### config.mk
export PLATFORM = sky130hd
export DESIGN_NAME = typed_decimal_field_parser
export DESIGN_NICKNAME = d
export VERILOG_FILES = /design/src/sv/tdfp_pkg.sv /design/src/sv/typed_decimal_field_parser.sv
export SDC_FILE = /design/constraint.sdc
export NUM_CORES = 1
export LEC_CHECK = 0
export ABC_AREA = 1
export BUFFER_PORTS_ARGS = -buffer_cell sky130_fd_sc_hd__buf_4
export CAP_MARGIN = 10
export CELL_PAD_IN_SITES_DETAIL_PLACEMENT = 1
export CELL_PAD_IN_SITES_GLOBAL_PLACEMENT = 2
export CORE_ASPECT_RATIO = 1.4
export CORE_MARGIN = 2
export CORE_UTILIZATION = 36
export DETAILED_ROUTE_END_ITERATION = 6
export HOLD_SLACK_MARGIN = 0.12
export PLACE_DENSITY = 0.84
export SKIP_CTS_REPAIR_TIMING = 1
export SKIP_LAST_GASP = 1
export SLEW_MARGIN = 20
export SYNTH_ARGS = -nofsm -noshare
export SYNTH_HDL_FRONTEND = slang
export SYNTH_SLANG_ARGS = --single-unit
### constraint.sdc
create_clock -name clk -period 5.3 [get_ports clk]
set_input_delay 0 -clock clk [delete_from_list [all_inputs] [get_ports clk]]
set_output_delay 0 -clock clk [all_outputs]
set_load 0.005 [all_outputs]
### src/sv/tdfp_pkg.sv
// Shared types, codes and constants for the typed decimal field parser.
// No dependencies; used by the top level and its checker.
package tdfp_pkg;

	// Token length limits, in bytes, including the position that fails
	localparam int SHORT_TOKEN_BYTES = 8;
	localparam int LONG_TOKEN_BYTES  = 16;

	// Character counter width: holds up to LONG_TOKEN_BYTES-1
	localparam int CNT_W = $clog2(LONG_TOKEN_BYTES);

	localparam logic [CNT_W:0] SHORT_CAP = (CNT_W + 1)'(SHORT_TOKEN_BYTES);
	localparam logic [CNT_W:0] LONG_CAP  = (CNT_W + 1)'(LONG_TOKEN_BYTES);

	localparam int MAG_W = 17;
	localparam int VAL_W = 17;
	localparam int TMO_W = 32;

	localparam logic [MAG_W-1:0] MAG_CAP = MAG_W'(65536);
	localparam logic [TMO_W-1:0] TIMEOUT_RESET = TMO_W'(100000);

	// Transaction actions
	typedef enum logic [1:0] {
		ACT_START = 2'd0,
		ACT_DATA  = 2'd1,
		ACT_TICK  = 2'd2,
		ACT_NONE  = 2'd3
	} action_t;

	// Field types
	localparam logic [2:0] FT_INT8   = 3'd0;
	localparam logic [2:0] FT_UINT8  = 3'd1;
	localparam logic [2:0] FT_INT16  = 3'd2;
	localparam logic [2:0] FT_UINT16 = 3'd3;
	localparam logic [2:0] FT_BOOL   = 3'd4;

	// Result status codes
	typedef enum logic [2:0] {
		ST_OK      = 3'd0,
		ST_TIMEOUT = 3'd1,
		ST_COMMA   = 3'd2,
		ST_SYNTAX  = 3'd3,
		ST_RANGE   = 3'd4,
		ST_LONG    = 3'd5
	} status_t;

	// Number scan phases
	typedef enum logic [1:0] {
		PH_SPACE  = 2'd0,
		PH_SIGN   = 2'd1,
		PH_DIGITS = 2'd2,
		PH_BAD    = 2'd3
	} phase_t;

	// Special characters
	localparam logic [7:0] CH_CLOSE = 8'h29;
	localparam logic [7:0] CH_COMMA = 8'h2C;
	localparam logic [7:0] CH_PLUS  = 8'h2B;
	localparam logic [7:0] CH_MINUS = 8'h2D;
	localparam logic [7:0] CH_ZERO  = 8'h30;
	localparam logic [7:0] CH_NINE  = 8'h39;
	localparam logic [7:0] CH_SPACE = 8'h20;
	localparam logic [7:0] CH_TAB   = 8'h09;
	localparam logic [7:0] CH_CR    = 8'h0D;

	localparam int TRUE_LEN  = 4;
	localparam int FALSE_LEN = 5;

	// Letters of "true" by position
	function automatic logic [7:0] true_char(input logic [CNT_W-1:0] pos);
		logic [7:0] c;
		c = 8'h00;
		case (pos)
			CNT_W'(0): c = 8'h74;
			CNT_W'(1): c = 8'h72;
			CNT_W'(2): c = 8'h75;
			CNT_W'(3): c = 8'h65;
			default:   c = 8'h00;
		endcase
		return c;
	endfunction

	// Letters of "false" by position
	function automatic logic [7:0] false_char(input logic [CNT_W-1:0] pos);
		logic [7:0] c;
		c = 8'h00;
		case (pos)
			CNT_W'(0): c = 8'h66;
			CNT_W'(1): c = 8'h61;
			CNT_W'(2): c = 8'h6C;
			CNT_W'(3): c = 8'h73;
			CNT_W'(4): c = 8'h65;
			default:   c = 8'h00;
		endcase
		return c;
	endfunction

endpackage

### src/sv/typed_decimal_field_parser.sv
// Typed decimal field parser top level: input register, field state and result register.
// Depends on tdfp_pkg.
//
// Takes one transaction per cycle (start, data byte or timer tick) and gives at most one
// result per field: the parsed value or a failure status. A transaction is registered in the
// input register on acceptance; its state update and result are worked out from it and
// loaded into the field state and the result register. The rate is one transaction a
// cycle, set by the single per-byte update (multiply by ten, add and saturate) between the
// input register and the result register. Input stalls only while the result register holds
// an untaken result and the registered transaction would produce another. The user must
// write the timeout register through cfg_wr_en and cfg_wr_data only while the parser is
// idle; the block itself does not enforce this.
module typed_decimal_field_parser (
	input  logic                           clk,
	input  logic                           arst_n,
	input  logic                           cfg_wr_en,
	input  logic [tdfp_pkg::TMO_W-1:0]     cfg_wr_data,
	input  logic                           item_valid,
	output logic                           item_stall,
	input  logic [1:0]                     action,
	input  logic [2:0]                     field_type,
	input  logic [7:0]                     data_byte,
	output logic                           result_valid,
	input  logic                           result_stall,
	output logic [2:0]                     status,
	output logic signed [tdfp_pkg::VAL_W-1:0] field_value
);

	localparam int CW = tdfp_pkg::CNT_W;
	localparam int MW = tdfp_pkg::MAG_W;
	localparam int VW = tdfp_pkg::VAL_W;
	localparam int TW = tdfp_pkg::TMO_W;

	// Input register
	logic                valid_s1;
	tdfp_pkg::action_t   action_s1;
	logic [2:0]          type_s1;
	logic [7:0]          byte_s1;

	// Field state
	logic [TW-1:0]       timeout_q;
	logic                active_q;
	logic [2:0]          type_q;
	tdfp_pkg::phase_t    phase_q;
	logic                neg_q;
	logic [MW-1:0]       mag_q;
	logic                digit_q;
	logic [CW-1:0]       count_q;
	logic [1:0]          match_q;
	logic [TW-1:0]       idle_q;

	// Next state and result
	logic                active_d;
	logic [2:0]          type_d;
	tdfp_pkg::phase_t    phase_d;
	logic                neg_d;
	logic [MW-1:0]       mag_d;
	logic                digit_d;
	logic [CW-1:0]       count_d;
	logic [1:0]          match_d;
	logic [TW-1:0]       idle_d;
	logic                res_hit;
	tdfp_pkg::status_t   res_status;
	logic [VW-1:0]       res_value;

	// Result register
	logic                out_valid_q;
	tdfp_pkg::status_t   out_status_q;
	logic [VW-1:0]       out_value_q;

	logic                advance;

	// Helpers for the registered byte
	logic                is_space;
	logic                is_digit;
	logic                is_long;
	logic [CW:0]         cap;
	logic [CW:0]         count_inc;
	logic [MW+3:0]       mag_mul;
	logic [MW-1:0]       pos_max;
	logic [MW-1:0]       neg_max;
	logic                is_unsigned;

	assign is_space = (byte_s1 == tdfp_pkg::CH_SPACE) ||
		(byte_s1 >= tdfp_pkg::CH_TAB && byte_s1 <= tdfp_pkg::CH_CR);
	assign is_digit = (byte_s1 >= tdfp_pkg::CH_ZERO) && (byte_s1 <= tdfp_pkg::CH_NINE);
	assign is_long  = (type_q == tdfp_pkg::FT_INT16) || (type_q == tdfp_pkg::FT_UINT16);
	assign cap      = is_long ? tdfp_pkg::LONG_CAP : tdfp_pkg::SHORT_CAP;
	assign count_inc = {1'b0, count_q} + (CW + 1)'(1);
	// Ten times the magnitude plus the digit
	assign mag_mul  = {3'b000, mag_q, 1'b0} + {1'b0, mag_q, 3'b000} +
		(MW + 4)'(byte_s1 - tdfp_pkg::CH_ZERO);
	assign is_unsigned = (type_q == tdfp_pkg::FT_UINT8) || (type_q == tdfp_pkg::FT_UINT16);

	// Range limits of the active type
	always_comb begin
		pos_max = MW'(127);
		neg_max = MW'(128);
		case (type_q)
			tdfp_pkg::FT_UINT8:  pos_max = MW'(255);
			tdfp_pkg::FT_INT16: begin
				pos_max = MW'(32767);
				neg_max = MW'(32768);
			end
			tdfp_pkg::FT_UINT16: pos_max = MW'(65535);
			default:             pos_max = MW'(127);
		endcase
		if (is_unsigned) begin
			neg_max = '0;
		end
	end

	// Work out the state update and result of the registered transaction
	always_comb begin
		active_d   = active_q;
		type_d     = type_q;
		phase_d    = phase_q;
		neg_d      = neg_q;
		mag_d      = mag_q;
		digit_d    = digit_q;
		count_d    = count_q;
		match_d    = match_q;
		idle_d     = idle_q;
		res_hit    = 1'b0;
		res_status = tdfp_pkg::ST_OK;
		res_value  = '0;

		case (action_s1)
			tdfp_pkg::ACT_START: begin
				if (type_s1 <= tdfp_pkg::FT_BOOL) begin
					active_d = 1'b1;
					type_d   = type_s1;
					phase_d  = tdfp_pkg::PH_SPACE;
					neg_d    = 1'b0;
					mag_d    = '0;
					digit_d  = 1'b0;
					count_d  = '0;
					match_d  = 2'b11;
					idle_d   = '0;
				end
			end
			tdfp_pkg::ACT_TICK: begin
				if (active_q) begin
					if (idle_q != '1) begin
						idle_d = idle_q + TW'(1);
					end
					if (idle_d >= timeout_q) begin
						res_hit    = 1'b1;
						res_status = tdfp_pkg::ST_TIMEOUT;
					end
				end
			end
			tdfp_pkg::ACT_DATA: begin
				if (active_q) begin
					idle_d = '0;
					if (byte_s1 == tdfp_pkg::CH_CLOSE) begin
						// Close the field
						res_hit = 1'b1;
						if (type_q == tdfp_pkg::FT_BOOL) begin
							if (match_q[0] && count_q == CW'(tdfp_pkg::TRUE_LEN)) begin
								res_value = VW'(1);
							end else if (match_q[1] &&
									count_q == CW'(tdfp_pkg::FALSE_LEN)) begin
								res_value = '0;
							end else begin
								res_status = tdfp_pkg::ST_SYNTAX;
							end
						end else if (phase_q != tdfp_pkg::PH_DIGITS || !digit_q) begin
							res_status = tdfp_pkg::ST_SYNTAX;
						end else if (neg_q) begin
							if (mag_q > neg_max) begin
								res_status = tdfp_pkg::ST_RANGE;
							end else begin
								res_value = VW'(0) - VW'(mag_q);
							end
						end else if (mag_q > pos_max) begin
							res_status = tdfp_pkg::ST_RANGE;
						end else begin
							res_value = VW'(mag_q);
						end
					end else if (byte_s1 == tdfp_pkg::CH_COMMA) begin
						res_hit    = 1'b1;
						res_status = tdfp_pkg::ST_COMMA;
					end else if (count_inc >= cap) begin
						res_hit    = 1'b1;
						res_status = tdfp_pkg::ST_LONG;
					end else begin
						count_d = count_q + CW'(1);
						if (type_q == tdfp_pkg::FT_BOOL) begin
							// Drop the words that no longer match
							if (count_q >= CW'(tdfp_pkg::TRUE_LEN) ||
									tdfp_pkg::true_char(count_q) != byte_s1) begin
								match_d[0] = 1'b0;
							end
							if (count_q >= CW'(tdfp_pkg::FALSE_LEN) ||
									tdfp_pkg::false_char(count_q) != byte_s1) begin
								match_d[1] = 1'b0;
							end
						end else if (phase_q == tdfp_pkg::PH_SPACE && is_space) begin
							phase_d = tdfp_pkg::PH_SPACE;
						end else if (phase_q == tdfp_pkg::PH_SPACE &&
								(byte_s1 == tdfp_pkg::CH_PLUS ||
								byte_s1 == tdfp_pkg::CH_MINUS)) begin
							neg_d   = (byte_s1 == tdfp_pkg::CH_MINUS);
							phase_d = tdfp_pkg::PH_SIGN;
						end else if (phase_q != tdfp_pkg::PH_BAD && is_digit) begin
							mag_d   = (mag_mul > (MW + 4)'(tdfp_pkg::MAG_CAP)) ?
								tdfp_pkg::MAG_CAP : mag_mul[MW-1:0];
							digit_d = 1'b1;
							phase_d = tdfp_pkg::PH_DIGITS;
						end else begin
							phase_d = tdfp_pkg::PH_BAD;
						end
					end
				end
			end
			default: begin
				active_d = active_q;
			end
		endcase

		// A result ends the field
		if (res_hit) begin
			active_d = 1'b0;
		end
	end

	// Advance the registered transaction unless its result has nowhere to go
	assign advance    = valid_s1 && !(res_hit && out_valid_q && result_stall);
	assign item_stall = valid_s1 && !advance;

	// Input register
	always_ff @(posedge clk or negedge arst_n) begin
		if (!arst_n) begin
			valid_s1 <= 1'b0;
		end else if (!item_stall) begin
			valid_s1 <= item_valid;
		end
	end

	always_ff @(posedge clk) begin
		if (!item_stall) begin
			action_s1 <= tdfp_pkg::action_t'(action);
			type_s1   <= field_type;
			byte_s1   <= data_byte;
		end
	end

	// Timeout register
	always_ff @(posedge clk or negedge arst_n) begin
		if (!arst_n) begin
			timeout_q <= tdfp_pkg::TIMEOUT_RESET;
		end else if (cfg_wr_en) begin
			timeout_q <= cfg_wr_data;
		end
	end

	// Field state
	always_ff @(posedge clk or negedge arst_n) begin
		if (!arst_n) begin
			active_q <= 1'b0;
			type_q   <= tdfp_pkg::FT_INT8;
			phase_q  <= tdfp_pkg::PH_SPACE;
			neg_q    <= 1'b0;
			mag_q    <= '0;
			digit_q  <= 1'b0;
			count_q  <= '0;
			match_q  <= 2'b11;
			idle_q   <= '0;
		end else if (advance) begin
			active_q <= active_d;
			type_q   <= type_d;
			phase_q  <= phase_d;
			neg_q    <= neg_d;
			mag_q    <= mag_d;
			digit_q  <= digit_d;
			count_q  <= count_d;
			match_q  <= match_d;
			idle_q   <= idle_d;
		end
	end

	// Result register: load a new result, or drop one that was taken
	always_ff @(posedge clk or negedge arst_n) begin
		if (!arst_n) begin
			out_valid_q <= 1'b0;
		end else if (advance && res_hit) begin
			out_valid_q <= 1'b1;
		end else if (!result_stall) begin
			out_valid_q <= 1'b0;
		end
	end

	always_ff @(posedge clk) begin
		if (advance && res_hit) begin
			out_status_q <= res_status;
			out_value_q  <= res_value;
		end
	end

	assign result_valid = out_valid_q;
	assign status       = out_status_q;
	assign field_value  = $signed(out_value_q);

endmodule

Word level (Yosys, flattened, before mapping). Cells that the tools add are included.

Register bits: 130. Bits of input ports: 50. Output and inout bits: 22. Word-level logic and storage cells: 223.

Add/sub/neg operators: 7. Order comparisons: 12. Equal/unequal tests: 36. Muxes and demuxes: 111. Reductions and logical operators: 39.

Operators by type and width (number): 17-bit 2-to-1 mux (15); 32-bit 2-to-1 mux (6); 8-bit 2-to-1 mux (12); 32-bit one-hot mux with 3 select lines (1); 16-bit one-hot mux with 3 select lines (1); 8-bit by 6-bit == test with 1-bit output, second input constant (5); 7-bit one-hot mux with 5 select lines (1); 17-bit > comparator (2); 17-bit one-hot mux with 2 select lines (1); 1-bit 2-to-1 mux (33); 32-bit by 1-bit adder with 32-bit output, second input constant (1); 32-bit >= comparator (1); 16-bit 2-to-1 mux (2); 2-bit 2-to-1 mux (16); 2-bit inequality test, second input constant (16); 32-bit inequality test, second input constant (1); 7-bit one-hot mux with 4 select lines (1); 3-bit 2-to-1 mux (9); 18-bit by 20-bit adder with 21-bit output (1); 21-bit adder (1); 21-bit by 17-bit > comparator with 1-bit output, second input constant (1); 4-bit 2-to-1 mux (5); 9-bit AND reduction (2); 1-bit by 17-bit subtractor with 17-bit output, first input constant (1); other kinds (38) (70).

Longest topological paths before layout.
Word-level depth: 18. Depth in mapped cells: 27. Gate-level depth less buffers: 27.

Least setup slack after synthesis. No wires, ideal clock.

Kind: register -> register. Start point: register byte_s1[5]. End point: register mag_q[6]. Library setup time: 0.076 ns. Arrival time: 3.594 ns. Required time: 5.224 ns. Setup slack: 1.630 ns. Cell stages (with the launch flop): 19. Path buffers: 1. Clock period less this slack: 3.670 ns. Cell sequence: edfxtp_1 ha_1 nor2_1 fa_1 ha_1 nand2_2 inv_1 a21oi_2 nor2_1 nor2_1 nand2_1 nand2_1 nand2_1 nor2_1 nand3b_1 a21oi_4 buf_6 nand3_1 o21ai_1.

Cells in the longest elaborated chain, start to end: 13. Elaborated cells between the ends (all ways): 43. Classes of those cells: 2 x add/sub; 5 x order compare; 10 x eq/ne; 14 x mux; 12 x reduce/logical.

Ends and longest elaborated chain: start, declared (line typed_decimal_field_parser.sv:38) `logic [7:0] byte_s1;`; start signal, assigned (line typed_decimal_field_parser.sv:245) `byte_s1 <= data_byte;`; 8-bit by 6-bit subtractor with 9-bit output (line typed_decimal_field_parser.sv:92) `(MW + 4)'(byte_s1 - tdfp_pkg::CH_ZERO);`; 21-bit adder (line typed_decimal_field_parser.sv:91) `assign mag_mul = {3'b000, mag_q, 1'b0} + {1'b0, mag_q, 3'b000} +`; 21-bit by 17-bit > comparator with 1-bit output (line typed_decimal_field_parser.sv:207) `mag_d = (mag_mul > (MW + 4)'(tdfp_pkg::MAG_CAP)) ?`; 17-bit 2-to-1 mux (line typed_decimal_field_parser.sv:207); 17-bit 2-to-1 mux (line typed_decimal_field_parser.sv:206) `end else if (phase_q != tdfp_pkg::PH_BAD && is_digit) begin`; 17-bit 2-to-1 mux (line typed_decimal_field_parser.sv:201) `end else if (phase_q == tdfp_pkg::PH_SPACE &&`; 17-bit 2-to-1 mux (line typed_decimal_field_parser.sv:199) `end else if (phase_q == tdfp_pkg::PH_SPACE && is_space) begin`; 17-bit 2-to-1 mux (line typed_decimal_field_parser.sv:189) `if (type_q == tdfp_pkg::FT_BOOL) begin`; 17-bit 2-to-1 mux (line typed_decimal_field_parser.sv:184) `end else if (count_inc >= cap) begin`; 17-bit 2-to-1 mux (line typed_decimal_field_parser.sv:181) `end else if (byte_s1 == tdfp_pkg::CH_COMMA) begin`; 17-bit 2-to-1 mux (line typed_decimal_field_parser.sv:156) `if (byte_s1 == tdfp_pkg::CH_CLOSE) begin`; 17-bit 2-to-1 mux (line typed_decimal_field_parser.sv:154) `if (active_q) begin`; 17-bit one-hot mux with 2 select lines (line typed_decimal_field_parser.sv:128) `case (action_s1)`; end signal, assigned (line typed_decimal_field_parser.sv:275) `mag_q <= mag_d;`; end, declared (line typed_decimal_field_parser.sv:46) `logic [MW-1:0] mag_q;`.

Parallel ways exist; a longest one is shown, timed or not. The select of a mux whose other input is x is not followed. A chain may end at the register's enable or synchronous reset.

Final worst setup path.
Start point: register idle_q[0]. End point: register out_value_q[12], in the netlist field_value[12], enable pin.

Cells in the longest elaborated chain, start to end: 13. Elaborated cells between the ends (all ways): 14. Classes of those cells: 1 x add/sub; 1 x order compare; 1 x eq/ne; 6 x mux; 5 x reduce/logical.

Ends and longest elaborated chain: start, declared (line typed_decimal_field_parser.sv:50) `logic [TW-1:0] idle_q;`; start signal, assigned (line typed_decimal_field_parser.sv:279) `idle_q <= idle_d;`; 32-bit by 1-bit adder with 32-bit output or 32-bit inequality test (tied branches) (line typed_decimal_field_parser.sv:145, typed_decimal_field_parser.sv:144); 32-bit 2-to-1 mux * (line typed_decimal_field_parser.sv:144) `if (idle_q != '1) begin`; 32-bit 2-to-1 mux * (line typed_decimal_field_parser.sv:143) `if (active_q) begin`; 32-bit 2-to-1 mux * (line typed_decimal_field_parser.sv:128); 32-bit >= comparator * (line typed_decimal_field_parser.sv:147) `if (idle_d >= timeout_q) begin`; 1-bit 2-to-1 mux * (line typed_decimal_field_parser.sv:147); 1-bit 2-to-1 mux * (line typed_decimal_field_parser.sv:143); 1-bit one-hot mux with 2 select lines * (line typed_decimal_field_parser.sv:128); 1-bit logical AND (2 in series) (line typed_decimal_field_parser.sv:229) `assign advance = valid_s1 && !(res_hit && out_valid_q && result_stall);`; 1-bit zero test (line typed_decimal_field_parser.sv:229); 1-bit logical AND (line typed_decimal_field_parser.sv:229); 1-bit logical AND * (line typed_decimal_field_parser.sv:295) `if (advance && res_hit) begin`; end signal, assigned (line typed_decimal_field_parser.sv:297) `out_value_q <= res_value;`; end, declared (line typed_decimal_field_parser.sv:69) `logic [VW-1:0] out_value_q;`.

Mark *: on every way between the ends. The rest lies on a longest branch, timed or not. The select of a mux whose other input is x is not followed.

==> flow_metrics.env <==
export IMPL_fin_skew_ns=0.00940
export IMPL_synth_ff_type="dfrtp_1"
export IMPL_n_antenna_cell=0
export IMPL_hp_start="cfg_wr_en"
export IMPL_design_area_um2=12200
export IMPL_cts_tree="yes"
export IMPL_drive_above_1_share_pct=10.8
export IMPL_drc=0
export IMPL_synth_edf_count=33
export IMPL_initial_utilization_pct=36.7
export IMPL_rsz0062_at_grt="no"
export IMPL_first_iter_violations=298
export IMPL_ant_nets=0
export IMPL_path_cells="ha_1 -> inv_1 -> nor3_2 -> nand2_1 -> nor2_1 -> nand4_1 -> buf_4 -> nand2_1 -> ha_1 -> a21oi_1 -> o21ai_0 -> a21oi_1 -> nand2_1 -> nand2_1 -> nand2_1 -> nand2_1 -> nand2_2 -> a21oi_4 -> nand2_1 -> inv_1"
export IMPL_cp_start_kind="flop"
export IMPL_reg2reg_depth=20
export IMPL_r2r_start="idle_q[0]"
export IMPL_slowest_delay_ns=0.60
export IMPL_antenna_found_initial=0
export IMPL_worstSkewPairLatency_ns=0.43
export IMPL_power_density_nw_per_um2=264
export IMPL_worst_pin_slew_ns=0.921
export IMPL_portBuffers=71
export IMPL_grt_pass1_wl_mm=50.6
export IMPL_final_net_count=1639
export IMPL_fmax_mhz=222
export IMPL_hold_viol_final=0
export IMPL_run_status="completed"
export IMPL_slew_headroom_pct=38.6
export IMPL_path_delay_family="simple AND/OR/NAND/NOR gates"
export IMPL_yosys_warnings=0
export IMPL_dp_hpwl_mm=24.5
export IMPL_firstDrtPassIters=5
export IMPL_criticalPathCategory="reg -> reg"
export IMPL_clockRootBuffer="clkbuf_16"
export IMPL_min_path_type="in -> reg"
export IMPL_cp_required_ns=5.35
export IMPL_arrival_ns=4.55
export IMPL_timing_final_crit_period_ns=4.50
export IMPL_min_to="timeout_q[9]"
export IMPL_clock_sinks=130
export IMPL_yosysSeqAreaShare_pct=33.7
export IMPL_ff2ff_setup_slack_ns=0.80
export IMPL_min_period_over_period_pct=84.8
export IMPL_drv_slew=0
export IMPL_placed_cell_area_um2=11000
export IMPL_syn_nets=1526
export IMPL_cp_end_kind="flop"
export IMPL_layout_commonest_cell="nand2_1"
export IMPL_cp_common_cell="nand2_1"
export IMPL_vias=9463
export IMPL_htreeDepth=4
export IMPL_drt_total_wl_mm=31.0
export IMPL_drv_cap=0
export IMPL_hold_path_depth=3
export IMPL_tns_ns=0
export IMPL_post_drt_wl_per_cell_um=16.6
export IMPL_cts_buffer_depth=2
export IMPL_syn_instance_count=1378
export IMPL_syn_area_um2=10200
export IMPL_ir_drop_uv=192
export IMPL_area_growth_pct=19.5
export IMPL_worstPathMaxFanout=21
export IMPL_slowest_stage="inv_1"
export IMPL_die_x_um=146
export IMPL_p_total_mw=3.21
export IMPL_cts_clk_slew_worst_paths_ns=0.06
export IMPL_dieHeight_um=203
export IMPL_grt_pass1_vias=10000
export IMPL_async_flop_share_pct=74.6
export IMPL_leakagePower_nw=5.85
export IMPL_track_usage_pct=21.3
export IMPL_synth_seq_cells=130
export IMPL_core_area_um2=27700
export IMPL_ioPinCount=72
export IMPL_placement_rows=72
export IMPL_finalSetupViolCount=0
export IMPL_vias_per_cell=5.05
export IMPL_layout_common_cells="nand2_1, inv_1, nor2_1"
export IMPL_ys_types=53
export IMPL_numCtsBuffers=17
export IMPL_synth_avg_cell_area_um2=7.39
export IMPL_grt_max_degree=67
export IMPL_crit_buf_inv=3
export IMPL_r2r_end="field_value[12]"
export IMPL_path_depth=20
export IMPL_grt_ovfl_total=0
export IMPL_design_die_area_um2=29700
export IMPL_place_congestion=0.892
==> worst register-to-register path, cell delays in order, from the launching register on <==
cell and delay [ns]:
dfrtp_1 0.45, ha_1 0.24, inv_1 0.08, nor3_2 0.29
nand2_1 0.16, nor2_1 0.25, nand4_1 0.13, buf_4 0.25
nand2_1 0.12, ha_1 0.25, a21oi_1 0.13, o21ai_0 0.17
a21oi_1 0.17, nand2_1 0.12, nand2_1 0.09, nand2_1 0.06
nand2_1 0.09, nand2_2 0.10, a21oi_4 0.26, nand2_1 0.11
inv_1 0.60
==> worst max path at each step <==
stage | to | from
finish | field_value[12] | idle_q[0]
global placement | field_value[11] | idle_q[0]
floorplan | mag_q[6] | byte_s1[5]
global route | field_value[12] | idle_q[0]
detailed placement | field_value[11] | idle_q[0]
CTS | field_value[11] | idle_q[0]
==> kinds of logic after synthesis <==
logic type	after synthesis	share of synthesized area, %
simple gates	665	28.3
mux	2	0.209
fa+ha+maj	98	13.2
compound gates	210	11.5
buf+inv	225	8.78
flops	130	33.7
xor+xnor	48	4.35
==> report_power, final <==
group | total (mW) | switching [mW] | internal [mW]
Combinational | 0.834 | 0.534 | 0.300
Clock | 1.22 | 0.471 | 0.749
Sequential | 1.15 | 0.0630 | 1.09
Total | 3.21 | 1.07 | 2.14
==> area by class of cell <==
| type | count | area (um^2) |
|---|---|---|
| flip-flops and latches | 130 | 3430 |
| fillers | 3565 | 15600 |
| repair buffers | 128 | 1100 |
| multi-input cells | 1023 | 5860 |
| clock buffers | 18 | 439 |
| clock inverters | 14 | 161 |
| inverters | 191 | 717 |
| well taps | 370 | 463 |
==> sequential cells by signal (all words and copies together) (netlist names), 3 cells and up <==
name	cells
timeout_q	32
status	3
type_q	3
byte_s1	8
idle_q	32
type_s1	3
field_value	17
mag_q	17
count_q	4
==> per-layer routing <==
metal	wire length, um	track usage [%]
met1	12200	22.9
met2	17600	42.6
met3	554	2.58
met4	725	6.80
met5	0	0
==> cells in the mapped netlist, types with 3 or more instances <==
cell type / n / area [um^2]
nand2_1: 388 / 1460
nor4_1: 10 / 62.6
o22ai_1: 3 / 18.8
or2_2: 4 / 25.0
buf_6: 3 / 33.8
nor3_2: 4 / 40.0
dfrtp_1: 89 / 2230
o21ai_1: 45 / 225
ha_1: 82 / 1030
dfstp_2: 8 / 210
o21ai_0: 77 / 385
o211ai_1: 5 / 37.5
edfxtp_1: 33 / 991
nand3b_1: 5 / 37.5
nor3_1: 21 / 105
xor2_1: 29 / 254
nor2_2: 6 / 37.5
nand3_1: 85 / 425
nand2_2: 13 / 81.3
a211oi_1: 5 / 37.5
xnor2_1: 16 / 140
xor2_2: 3 / 48.8
nand4_1: 31 / 194
inv_2: 5 / 18.8
nor2_1: 90 / 338
fa_1: 16 / 320
a21oi_1: 58 / 290
clkbuf_1: 17 / 63.8
inv_1: 184 / 691
buf_2: 9 / 45.0
buf_4: 4 / 30.0
==> stage by stage <==
step / cells / util (%) / setup slack (ns) / hold slack [ns]
after floorplan: 1378 / - / 1.63 / -0.296
after global placement: 1791 / 39.8 / 0.974 / -0.0223
after detailed placement: 1791 / 39.8 / 0.827 / -0.0129
after CTS: 1823 / 42.0 / 0.805 / -0.475
after global routing: 1874 / 43.8 / 0.342 / 0.118
final: 1874 / 43.8 / 0.804 / 0.0610
Note: power is estimated with default switching activity, not from simulation.
